File: src/rtl/sktab_pkg.sv
package sktab_pkg;

   localparam int TableSizeDefault = 256;
   localparam int NameLenDefault   = 32;
   localparam int HashMult         = 131;

   typedef enum logic [2:0] {
      STAT_FOUND     = 3'd0,
      STAT_NOT_FOUND = 3'd1,
      STAT_INSERTED  = 3'd2,
      STAT_FULL      = 3'd3,
      STAT_TOO_LONG  = 3'd4
   } status_type;

   typedef enum logic {
      ACT_LOOKUP = 1'b0,
      ACT_INSERT = 1'b1
   } action_type;

   typedef enum logic [3:0] {
      S_CLEAR,
      S_IDLE,
      S_LOAD,
      S_REDUCE,
      S_PROBE,
      S_META,
      S_CMP_RD,
      S_CMP_CHK,
      S_COPY_RD,
      S_COPY_WR,
      S_NEXT,
      S_DONE
   } state_type;

   typedef struct packed {
      logic       action;
      logic [7:0] name_byte;
      logic       last_byte;
   } req_type;

   typedef struct packed {
      logic [7:0] slot_index;
      logic [2:0] status;
   } rsp_type;

   typedef struct packed {
      logic meta_we;
      logic meta_valid;
      logic name_we;
   } store_cmd_type;

endpackage

File: src/rtl/sktab_reduce.sv
module sktab_reduce #(
   parameter int TABLE_SIZE = sktab_pkg::TableSizeDefault
) (
   input  logic                               clock,
   input  logic                               reset,
   input  logic                               load,
   input  logic [31:0]                        hash,
   output logic                               done,
   output logic [$clog2(TABLE_SIZE)-1:0]      remainder
);
   import sktab_pkg::*;

   localparam int          IW      = $clog2(TABLE_SIZE);
   localparam int          Shift   = 31 + IW;
   localparam logic [63:0] Recip   = (64'd1 << Shift) / 64'(TABLE_SIZE);
   localparam logic [31:0] RecipLo = Recip[31:0];

   logic [31:0]   mag_ff, mag_in;
   logic [63:0]   prod_ff, prod_in;
   logic [31:0]   qt_ff, qt_in;
   logic [IW-1:0] rem_ff, rem_in;
   logic [2:0]    stage_ff, stage_in;
   logic          done_ff, done_in;
   logic [31:0]   quot;
   logic [31:0]   diff;

   // Reciprocal multiplication: the quotient estimate is exact or one low,
   // so one compare and subtract finishes the remainder
   always_comb begin
      mag_in   = load ? (hash[31] ? (32'd0 - hash) : hash) : mag_ff;
      stage_in = {stage_ff[1:0], load};
      prod_in  = 64'(mag_ff) * 64'(RecipLo);
      quot     = 32'(prod_ff >> Shift);
      qt_in    = quot * 32'(TABLE_SIZE);
      diff     = mag_ff - qt_ff;
      rem_in   = rem_ff;
      if (stage_ff[2]) begin
         rem_in = (diff >= 32'(TABLE_SIZE)) ? IW'(diff - 32'(TABLE_SIZE)) : IW'(diff);
      end
      done_in  = stage_ff[2];
   end

   always_ff @(posedge clock) begin
      if (reset) begin
         stage_ff <= '0;
         done_ff  <= 1'b0;
      end else begin
         stage_ff <= stage_in;
         done_ff  <= done_in;
      end
      mag_ff  <= mag_in;
      prod_ff <= prod_in;
      qt_ff   <= qt_in;
      rem_ff  <= rem_in;
   end

   assign done      = done_ff;
   assign remainder = rem_ff;

endmodule

File: config.mk
export PLATFORM = sky130hd
export DESIGN_NAME = sktab_reduce
export DESIGN_NICKNAME = d
export VERILOG_FILES = /design/src/rtl/sktab_pkg.sv /design/src/rtl/sktab_reduce.sv
export SDC_FILE = /design/constraint.sdc
export NUM_CORES = 1
export LEC_CHECK = 0
export ABC_AREA = 1
export BUFFER_PORTS_ARGS = -buffer_cell sky130_fd_sc_hd__buf_4
export CAP_MARGIN = 20
export CORE_MARGIN = 2
export CORE_UTILIZATION = 44
export CTS_CLUSTER_SIZE = 10
export DETAILED_ROUTE_END_ITERATION = 12
export GPL_ROUTABILITY_DRIVEN = 0
export HOLD_SLACK_MARGIN = 0.03
export PLACE_DENSITY = 0.85
export SLEW_MARGIN = 20
export SYNTH_ARGS = -nofsm -noshare
export SYNTH_HDL_FRONTEND = slang
export SYNTH_SLANG_ARGS = --single-unit
export TNS_END_PERCENT = 20
File: constraint.sdc
create_clock -name clock -period 1.95 [get_ports clock]
set_input_delay 0.0975 -clock clock [delete_from_list [all_inputs] [get_ports clock]]
set_output_delay 0.0975 -clock clock [all_outputs]
set_load 0.02 [all_outputs]
==> results of run 1 <==
[sequential cells by signal, indices dropped and copies added (netlist names)]
| register | count |
|---|---|
| done | 1 |
| stage_ff | 3 |
| mag_ff | 8 |
| remainder | 8 |
[cells in the final DEF, fill, tap and decap left out, drive strengths merged]
| cell | n |
|---|---|
| buf | 20 |
| nand2 | 17 |
| edfxtp | 16 |
| inv | 11 |
| nor2 | 8 |
| dfxtp | 4 |
| clkbuf | 4 |
| o21ai | 3 |
| nand3 | 3 |
| xnor2 | 2 |
| dlygate4sd3 | 2 |
| xor2 | 1 |
| ha | 1 |
[routing by layer]
metal,wire [um],vias to the layer above,global-route usage [%]
met2,575,15,23.4
met5,0,-,0
met1,411,220,11.2
met4,19,0,8.82
met3,47,2,2.38
li1,-,264,-
[how the worst max path moves through the flow]
stage,end,slack (ns),cells past startpoint
2_1_floorplan,mag_ff[4],1.12,5
3_3_place_gp,mag_ff[6],0.95,8
3_5_place_dp,mag_ff[6],0.91,8
4_1_cts,mag_ff[6],0.67,9
5_1_grt,mag_ff[6],0.61,9
6_report,mag_ff[6],0.65,9
[area by class of cell]
| class | instances | area share (%) |
|---|---|---|
| clock buffers | 4 | 2.68 |
| inverters | 11 | 4.20 |
| multi-input cells | 35 | 16.6 |
| flip-flops and latches | 20 | 57.1 |
| well taps | 17 | 2.17 |
| repair buffers | 22 | 17.3 |
[worst max-delay path: cells and delay by family]
kind | cells | cell delay (ns)
fa+ha+maj | 1 | 0.17
simple gates | 5 | 0.34
buf+inv | 3 | 0.76
[per-stage QoR]
stage | total power [mW] | util, % | hold WS (ns)
global placement | 0.573 | 56.0 | 0.282
finish | 0.760 | 58.8 | 0.0865
detailed placement | 0.578 | 56.0 | 0.286
global route | 0.796 | 58.8 | 0.0759
floorplan | 0.539 | - | 0.169
CTS | 0.760 | 58.8 | 0.0860
[cells by family after synthesis]
kind of cell / Yosys count
AO/OA/AOI/OAI: 3
XOR/XNOR: 3
adder cells (fa/ha/maj): 1
buffers and inverters: 11
flip-flops: 20
AND/OR/NAND/NOR: 28
[repair_timing]
action                     CTS  global route
resized for setup            0             0
setup endpoints to repair    0             0
hold buffers                 2             0
hold endpoints to repair     5             0
[power groups by stage]
stage          combinational [mW]  clock (mW)  sequential, mW
2_1_floorplan              0.0289           0           0.510
4_1_cts                    0.0742       0.188           0.498
3_5_place_dp               0.0707           0           0.508
3_3_place_gp               0.0676           0           0.506
6_report                   0.0738       0.189           0.497
5_1_grt                    0.0833       0.212           0.500
==> summary.txt, run 1 <==
Placed design
  – Port bufs: 20
  – Placed inst area: 936 um^2
  – Worst slack, placed: 0.913 ns
  – Placed Cells incl. Taps: 103
  – Detail Placement HPWL: 787 um

Logic synthesis
  – Commonest cells post-synth: 17 x nand2_1, 16 x edfxtp_1, 11 x inv_1
  – Area contributors post-synth: edfxtp_1 63%, dfxtp_1 10%, nand2_1 8.3%
  – Mux share of post-synthesis cell area: 0%
  – Post-synthesis cell area: 764 um^2
  – Most frequent cell after synthesis: nand2_1
  – Syn Inst Count: 66
  – FFs w/ async S/R, synth: 0%
  – Share of the synthesized area in the top cell type: 62.8%
  – Seq cells post-synth: 20
  – Syn Nets: 102
  – Synth Area in Adders: 1.64%
  – Avg Inst Size Synth: 11.6 um^2
  – Post-synth EDFFs: 16
  – Largest family of logic cells by synthesized area: simple AND/OR/NAND/NOR gates
  – Synth Area in Compound Gates: 1.96%
  – Synth cell types: 10
  – Post-synth top area cell: edfxtp_1
  – Post-Synth XOR/XNOR Area: 3.44%
  – Sequential fraction of the synthesis area: 73.3%
  – Main synth FF type: edfxtp_1
  – Synth Area in Simple Gates: 14.2%
  – Synth warn: 0

Timing
  – Final worst-path setup slack: 0.652 ns
  – Period Utilization, post-route: 66.6%
  – Slew Viols, Final: 0
  – Worst Tran Pin Value: 0.340 ns
  – Period minus WS final: 1.30 ns
  – Setup violations, final: 0
  – Worst Skew: 0.00717 ns
  – Final hold violations: 0
  – Fmax: 770 MHz
  – RSZ-0062 raised after global routing: no
  – Slew margin rel.: 77.3%
  – Total Neg Setup Slack: 0 ns

Critical path
  – Most used cell, CP: nand2_1
  – CP Class: primary input to flop
  – CP startpoint: hash[0]
  – R2R Path Start: stage_ff[2]
  – Crit Path Max Fanout: 3
  – Startpoint Class: primary input
  – CP Cell Sequence: dlygate4sd3_1 > buf_4 > inv_1 > ha_1 > nand2_1 > nand2_1 > nand2_1 > nand2_1 > nand2_1
  – FF-to-FF End: remainder[1]
  – Reg-to-reg slack, setup: 1.10 ns
  – R2R cell count: 0
  – Largest stage delay, worst path: 0.55 ns
  – Arr. time, crit path: 1.35 ns
  – Slowest-stage cell, CP: dlygate4sd3_1
  – Crit end category: flop
  – Worst endpoint required time: 2.00 ns

Layout
  – Register Area: 561 um^2
  – # fillers: 134
  – Final Non-Filler Cells: 109
  – Share of layout cells above drive strength 1: 25.0%
  – Final #Nets: 129
  – Area grow syn2layout: 28.5%
  – Multi-input logic area: 163 um^2
  – Fin area: 982 um^2
  – Ant. Diodes: 0

Clock tree
  – Clk buf depth: 2
  – # Post-CTS Setup Buffers: 0
  – Htree depth: 1
  – CTS tree: yes
  – Clock root buffer: clkbuf_4
  – Later-pin clock latency in the skew report: 0.28 ns
  – CTS Sinks: 20
  – CTS Buf Count: 3
  – Worst-path clk slew: 0.10 ns

Floorplan
  – Starting density of the core: 45.8%
  – Ports: 44
  – Die X: 45.7 um
  – Die height: 45.7 um
  – Core Box Area: 1670 um^2
  – Cell Rows: 15
  – Die Area: 2090 um^2

Power
  – Reg power frac: 65.4%
  – Pwr per Cell Area: 774 nW/um^2
  – VDD IR max: 344 uV
  – Power Internal: 0.605 mW
  – Logic pwr share: 9.7%
  – Pleak: 0.438 nW
  – Sw Ratio: 20.3%
  – Total net switching power: 0.155 mW
  – Clock power frac: 24.9%

Global route
  – Largest net degree at the start of global routing: 12
  – Total track usage: 12.3%
  – Total gr overflow: 0
  – Vias in the first global route: 446
  – Global-route wire length before repair: 1750 um
  – Initial antenna violation count: 0

Outcome
  – Status: finished, final reports clean

Drt
  – Final ANT Viol Nets: 0
  – DRT Pass-1 Iters: 2
  – Number of vias per cell: 4.60
  – Iter 0 DRT Violations: 2
  – Wire per inst: 9.67 um
  – DRC errors left: 0
  – Via count: 501
  – Post-Route WL: 1050 um

Min path
  – HP Class: primary input to flop
  – Min-delay src: load
  – Hold EP: mag_ff[4]
  – Hold path cells: 1

Run
  – Maxcap violations: 0
Power figures use the tool's default switching activity.
==> inputs of run 2 (changes only) <==
--- a/config.mk
+++ b/config.mk
@@ -5,16 +5,16 @@
 export SDC_FILE = /design/constraint.sdc
 export NUM_CORES = 1
 export LEC_CHECK = 0
-export ABC_AREA = 1
+export ABC_AREA = 0
 export BUFFER_PORTS_ARGS = -buffer_cell sky130_fd_sc_hd__buf_4
 export CAP_MARGIN = 20
 export CORE_MARGIN = 2
-export CORE_UTILIZATION = 44
+export CORE_UTILIZATION = 37
 export CTS_CLUSTER_SIZE = 10
 export DETAILED_ROUTE_END_ITERATION = 12
 export GPL_ROUTABILITY_DRIVEN = 0
 export HOLD_SLACK_MARGIN = 0.03
-export PLACE_DENSITY = 0.85
+export PLACE_DENSITY = 0.78
 export SLEW_MARGIN = 20
 export SYNTH_ARGS = -nofsm -noshare
 export SYNTH_HDL_FRONTEND = slang
==> constraint.sdc (replaced) <==
create_clock -name clock -period 1.1 [get_ports clock]
set_input_delay 0.055 -clock clock [delete_from_list [all_inputs] [get_ports clock]]
set_output_delay 0.055 -clock clock [all_outputs]
set_load 0.02 [all_outputs]
==> run 2 against run 1 <==
Effect of this change:
- flip-flop and latch count unchanged
- synthesized cell count shrank 33%
- sequential share of layout area down 2.1 points
- register-to-register slack got worse by 0.85 ns
- die area grew 13%
- worst setup slack lost 0.56 ns
- critical endpoint is now mag_ff[7]
==> summary.txt, run 2 <==
Outcome
  – Status: finished, final reports clean (unchanged)

Global route
  – Total track usage: 9.33% (was 12.3%)
  – Vias in the first global route: 427 (was 446)
  – Largest net degree at the start of global routing: 12 (unchanged)
  – Initial antenna violation count: 0 (unchanged)
  – Total gr overflow: 0 (unchanged)
  – Global-route wire length before repair: 1590 um (was 1750 um)

Critical path
  – R2R cell count: 0 (unchanged)
  – Startpoint Class: primary input (unchanged)
  – CP Class: primary input to flop (unchanged)
  – Crit Path Max Fanout: 3 (unchanged)
  – Arr. time, crit path: 1.05 ns (was 1.35 ns)
  – Crit end category: flop (unchanged)
  – Worst endpoint required time: 1.14 ns (was 2.00 ns)

Logic synthesis
  – Sequential fraction of the synthesis area: 76.1% (was 73.3%)
  – Synth warn: 0 (unchanged)
  – Post-synthesis cell area: 737 um^2 (was 764 um^2)
  – Syn Nets: 80 (was 102)
  – Main synth FF type: edfxtp_1 (unchanged)
  – Post-synth EDFFs: 16 (unchanged)
  – Seq cells post-synth: 20 (unchanged)
  – Commonest cells post-synth: 16 x edfxtp_1, 5 x xnor2_1, 4 x dfxtp_1, 4 x nor2b_1, 3 x inv_1 (was 17 x nand2_1, 16 x edfxtp_1, 11 x inv_1)
  – FFs w/ async S/R, synth: 0% (unchanged)
  – Most frequent cell after synthesis: edfxtp_1 (was nand2_1)
  – Area contributors post-synth: edfxtp_1 65%, dfxtp_1 11%, xnor2_1 5.9% (was edfxtp_1 63%, dfxtp_1 10%, nand2_1 8.3%)
  – Post-synth top area cell: edfxtp_1 (unchanged)
  – Syn Inst Count: 44 (was 66)
  – Synth cell types: 15 (was 10)
  – Share of the synthesized area in the top cell type: 65.2% (was 62.8%)
  – Avg Inst Size Synth: 16.7 um^2 (was 11.6 um^2)

Floorplan
  – Cell Rows: 16 (was 15)
  – Die X: 48.6 um (was 45.7 um)
  – Core Box Area: 1920 um^2 (was 1670 um^2)
  – Ports: 44 (unchanged)
  – Starting density of the core: 38.3% (was 45.8%)
  – Die Area: 2360 um^2 (was 2090 um^2)
  – Die height: 48.6 um (was 45.7 um)

Drt
  – DRT Pass-1 Iters: 1 (was 2)
  – Wire per inst: 9.02 um (was 9.67 um)
  – Post-Route WL: 929 um (was 1050 um)
  – Number of vias per cell: 4.32 (was 4.60)
  – DRC errors left: 0 (unchanged)
  – Via count: 445 (was 501)
  – Final ANT Viol Nets: 0 (unchanged)
  – Iter 0 DRT Violations: 0 (was 2)

Layout
  – Most frequent cells in the layout: 27 x buf_4, 16 x edfxtp_1, 5 x xnor2_1 (was 20 x buf_4, 17 x nand2_1, 16 x edfxtp_1)
  – Share of layout cells above drive strength 1: 44.7% (was 25.0%)
  – Final Non-Filler Cells: 103 (was 109)
  – Ant. Diodes: 0 (unchanged)
  – Area grow syn2layout: 38.4% (was 28.5%)
  – Most common cell after layout, fill and taps aside: buf_4 (unchanged)
  – Final #Nets: 113 (was 129)

Clock tree
  – Number of gates resized after CTS: 0 (unchanged)
  – Hold buffers post-CTS: 1 (was 2)
  – # Post-CTS Setup Buffers: 0 (unchanged)
  – CTS Sinks: 20 (unchanged)
  – Clk buf depth: 2 (unchanged)
  – Clock root buffer: clkbuf_4 (unchanged)
  – Worst-path clk slew: 0.10 ns (about the same)
  – CTS tree: yes (unchanged)
  – Later-pin clock latency in the skew report: 0.28 ns (about the same)
  – CTS Buf Count: 3 (unchanged)
  – Htree depth: 1 (unchanged)

Timing
  – Final worst-path setup slack: 0.0958 ns (was 0.652 ns)
  – Worst Skew: 0.00219 ns (was 0.00717 ns)
  – Fmax: 996 MHz
  – Slew Viols, Final: 0 (unchanged)
  – Final hold violations: 0 (unchanged)
  – Worst Tran Pin Value: 0.334 ns (was 0.340 ns)
  – Slew margin rel.: 77.7% (was 77.3%)
  – Period minus WS final: 1.00 ns
  – Setup violations, final: 0 (unchanged)
  – RSZ-0062 raised after global routing: no (unchanged)
  – Period Utilization, post-route: 91.3%

Placed design
  – Port bufs: 20 (unchanged)
  – Worst slack, placed: -0.214 ns (was 0.913 ns)
  – Detail Placement HPWL: 757 um (was 787 um)
  – Placed Cells incl. Taps: 98 (was 103)

Min path
  – Hold path cells: 1 (unchanged)
  – HP Class: primary input to flop (unchanged)

Power
  – Pwr per Cell Area: 1380 nW/um^2 (was 774 nW/um^2)
  – Pleak: 0.405 nW (was 0.438 nW)
  – VDD IR max: 541 uV (was 344 uV)

Run
  – Maxcap violations: 0 (unchanged)
## run 2: logic make-up (layout without fill, tap and decap cells)
| logic type | after synthesis | count (layout) | share of synthesized area (%) |
|---|---|---|---|
| flops | 20 | 20 | 76.1 |
| simple gates | 8 | 8 | 6.96 |
| buf+inv | 3 | 35 | 1.53 |
| fa+ha+maj | 1 | 1 | 1.70 |
| xor+xnor | 6 | 6 | 7.13 |
| compound gates | 6 | 6 | 6.62 |
## run 2: layout make-up
cell class / count / area, um^2
fillers: 181 / 902
flip-flops and latches: 20 / 561
repair buffers: 28 / 213
multi-input cells: 21 / 165
clock buffers: 4 / 36.3
well taps: 27 / 33.8
inverters: 3 / 11.3
## run 2: per-stage QoR
step	util (%)	instance area (um^2)	hold slack, ns	TNS [ns]	total power, mW
after detailed placement	50.7	973	0.249	-0.390	1.04
after CTS	53.1	1020	0.0393	0	1.42
after global routing	53.1	1020	0.0453	0	1.47
after global placement	50.7	973	0.242	-0.390	1.03
final	53.1	1020	0.0439	0	1.41
after floorplan	-	737	0.127	-0.0508	0.948
## run 2: path summary, 6_finish.rpt
kind	end	startpoint	slack, ns
setup reg to reg	remainder[5]	stage_ff[2]	0.25
hold / removal	mag_ff[1]	load	0.04
setup / recovery	mag_ff[7]	hash[2]	0.1
hold reg to reg	remainder[2]	mag_ff[2]	0.43
## run 2: layer usage
| layer | up-vias | part of all wire, % | GRT usage (%) |
|---|---|---|---|
| li1 | 223 | - | - |
| met1 | 199 | 35 | 8.42 |
| met2 | 19 | 53 | 16.4 |
| met3 | 4 | 8.2 | 1.85 |
| met4 | 0 | 4.2 | 10.0 |
| met5 | - | 0 | 0 |
## run 2: worst max-delay path: stages
cell and delay, ns:
buf_4 0.12, or4_4 0.54, o41ai_2 0.24, xnor2_1 0.10
## run 2: report_power, final
group | switching [mW] | internal, mW | total (mW)
combinational | 0.0594 | 0.0788 | 0.138
clock | 0.187 | 0.201 | 0.388
sequential | 0.0111 | 0.871 | 0.882
total | 0.257 | 1.15 | 1.41
==> inputs of run 3 (changes only) <==
--- a/config.mk
+++ b/config.mk
@@ -14,7 +14,7 @@
 export DETAILED_ROUTE_END_ITERATION = 12
 export GPL_ROUTABILITY_DRIVEN = 0
 export HOLD_SLACK_MARGIN = 0.03
-export PLACE_DENSITY = 0.78
+export PLACE_DENSITY_LB_ADDON = 0.08
 export SLEW_MARGIN = 20
 export SYNTH_ARGS = -nofsm -noshare
 export SYNTH_HDL_FRONTEND = slang
==> run 3 against run 2 <==
Effect of this change:
- worst setup slack improved by 0.0059 ns
- cell area rose by 2.6%
- first-iteration DRC count rose by 11
- register-to-register slack barely moved
- non-clock buffer count rose by 1
- clock power rose by 48%
- largest cell class unchanged
- clock skew rose by 0.0093 ns
- clock-buffer cell count fell by 1
- critical path depth did not move
- final cell count rose by 0.97%
- wire length rose by 5.1%
- critical path type unchanged
- hold slack improved by 0.019 ns
==> summary.txt, run 3 (synthesized netlist as in run 2, its figures left out) <==
Outcome
  – Status: finished, final reports clean (unchanged)

Drt
  – Number of vias per cell: 4.36 (was 4.32)
  – Post-Route WL: 976 um (was 929 um)
  – Iter 0 DRT Violations: 11 (was 0)
  – Via count: 453 (was 445)
  – Final ANT Viol Nets: 0 (unchanged)
  – Wire per inst: 9.38 um (was 9.02 um)
  – DRC errors left: 0 (unchanged)
  – DRT Pass-1 Iters: 2 (was 1)

Clock tree
  – Clk buf depth: 2 (unchanged)
  – # Post-CTS Setup Buffers: 0 (unchanged)
  – CTS tree: yes (unchanged)
  – Later-pin clock latency in the skew report: 0.30 ns (was 0.28 ns)
  – Clock root buffer: clkbuf_4 (unchanged)
  – Htree depth: 1 (unchanged)
  – CTS Sinks: 20 (unchanged)
  – CTS Buf Count: 3 (unchanged)
  – Worst-path clk slew: 0.09 ns (was 0.10 ns)

Critical path
  – Reg-to-reg slack, setup: 0.24 ns (was 0.25 ns)
  – FF-to-FF End: remainder[1] (was remainder[5])
  – Crit end category: flop (unchanged)
  – R2R cell count: 0 (unchanged)
  – Slowest-stage cell, CP: or4_4 (unchanged)
  – Arr. time, crit path: 1.04 ns (was 1.05 ns)
  – Largest stage delay, worst path: 0.53 ns (was 0.54 ns)
  – Crit path buf inv count: 1 (unchanged)
  – Crit path depth: 4 (unchanged)
  – Startpoint Class: primary input (unchanged)
  – Crit Path Max Fanout: 3 (unchanged)
  – CP top delay family: simple AND/OR/NAND/NOR gates (unchanged)
  – R2R Path Start: stage_ff[2] (unchanged)
  – Worst endpoint required time: 1.14 ns (about the same)
  – CP Cell Sequence: buf_4 > or4_4 > o41ai_2 > xnor2_1 (unchanged)
  – CP Class: primary input to flop (unchanged)

Min path
  – Min-delay src: hash[7] (was load)
  – HP Class: primary input to flop (unchanged)
  – Hold path cells: 2 (was 1)
  – Hold EP: mag_ff[7] (was mag_ff[1])

Floorplan
  – Die Area: 2360 um^2 (unchanged)
  – Starting density of the core: 38.3% (unchanged)
  – Ports: 44 (unchanged)
  – Die X: 48.6 um (unchanged)
  – Core Box Area: 1920 um^2 (unchanged)
  – Die height: 48.6 um (unchanged)
  – Cell Rows: 16 (unchanged)

Layout
  – Share of layout cells above drive strength 1: 44.2% (was 44.7%)
  – Final #Nets: 114 (was 113)
  – Multi-input logic area: 165 um^2 (unchanged)
  – Fin area: 1050 um^2 (was 1020 um^2)
  – Register Area: 561 um^2 (unchanged)
  – Ant. Diodes: 0 (unchanged)
  – Most common cell after layout, fill and taps aside: buf_4 (unchanged)
  – Area grow syn2layout: 41.9% (was 38.4%)
  – Most frequent cells in the layout: 27 x buf_4, 16 x edfxtp_1, 5 x xnor2_1 (unchanged)
  – # fillers: 176 (was 181)

Placed design
  – Worst slack, placed: -0.220 ns (was -0.214 ns)
  – Port bufs: 20 (unchanged)
  – Placed inst area: 973 um^2 (unchanged)

Timing
  – Final worst-path setup slack: 0.102 ns (was 0.0958 ns)
  – Setup violations, final: 0 (unchanged)
  – Period Utilization, post-route: 90.8% (was 91.3%)
  – Final hold violations: 0 (unchanged)
  – Worst Skew: 0.0115 ns (was 0.00219 ns)
  – Hold slack: 0.0624 ns (was 0.0439 ns)
  – Total Neg Setup Slack: 0 ns (unchanged)
  – Period minus WS final: 0.998 ns (was 1.00 ns)
  – Slew Viols, Final: 0 (unchanged)
  – Slew margin rel.: 77.8% (was 77.7%)
  – Worst Tran Pin Value: 0.332 ns (was 0.334 ns)
  – RSZ-0062 raised after global routing: no (unchanged)
  – Fmax: 1000 MHz (was 996 MHz)

Power
  – Pwr per Cell Area: 1520 nW/um^2 (was 1380 nW/um^2)
  – Pleak: 0.416 nW (was 0.405 nW)
  – Power Total: 1.59 mW (was 1.41 mW)
  – VDD IR max: 697 uV (was 541 uV)

Global route
  – Largest net degree at the start of global routing: 13 (was 12)
  – Initial antenna violation count: 0 (unchanged)
  – Vias in the first global route: 448 (was 427)
  – Total gr overflow: 0 (unchanged)
  – Total track usage: 10.2% (was 9.33%)
  – Global-route wire length before repair: 1760 um (was 1590 um)

Run
  – Maxcap violations: 0 (unchanged)
[run 3: cell count changes in the layout (fill, tap and decap cells not counted), sizes merged]
cell         change
bufinv           +1
clkbuf           -1
dlygate4sd3      +1
[run 3: report_power, final]
part | internal, mW | switching [mW]
combinational | 0.0809 | 0.0592
clock | 0.368 | 0.204
sequential | 0.871 | 0.0115
total | 1.32 | 0.275
[run 3: final cells by class]
class | instances | area share, %
flip-flops and latches | 20 | 53.6
clock inverters | 1 | 2.87
clock buffers | 3 | 2.15
multi-input cells | 21 | 15.8
well taps | 27 | 3.23
repair buffers | 29 | 21.3
inverters | 3 | 1.08
[run 3: what timing repair did]
| item | in CTS | in global routing |
|---|---|---|
| hold endpoints to repair | 8 | 0 |
| hold buffers | 2 | 0 |
| gates resized for setup | 0 | 0 |
[run 3: how the worst max path moves through the flow]
| stage | start | endpoint | slack [ns] |
|---|---|---|---|
| after floorplan | hash[2] | mag_ff[7] | -0.05 |
| after global placement | hash[2] | mag_ff[7] | -0.20 |
| after detailed placement | hash[2] | mag_ff[7] | -0.22 |
| after CTS | hash[2] | mag_ff[7] | 0.11 |
| after global routing | hash[2] | mag_ff[7] | 0.05 |
| final | hash[2] | mag_ff[7] | 0.10 |
[run 3: per-layer routing]
metal,wire length (um),GRT usage [%]
met3,67,1.85
met4,39,11.4
met1,397,10.2
met2,471,16.9
met5,0,0
[run 3: through the flow]
| step | std cells | utilization, % |
|---|---|---|
| after CTS | 104 | 54.4 |
| after global placement | 98 | 50.7 |
| after floorplan | 44 | - |
| after detailed placement | 98 | 50.7 |
| after global routing | 104 | 54.4 |
| final | 104 | 54.4 |
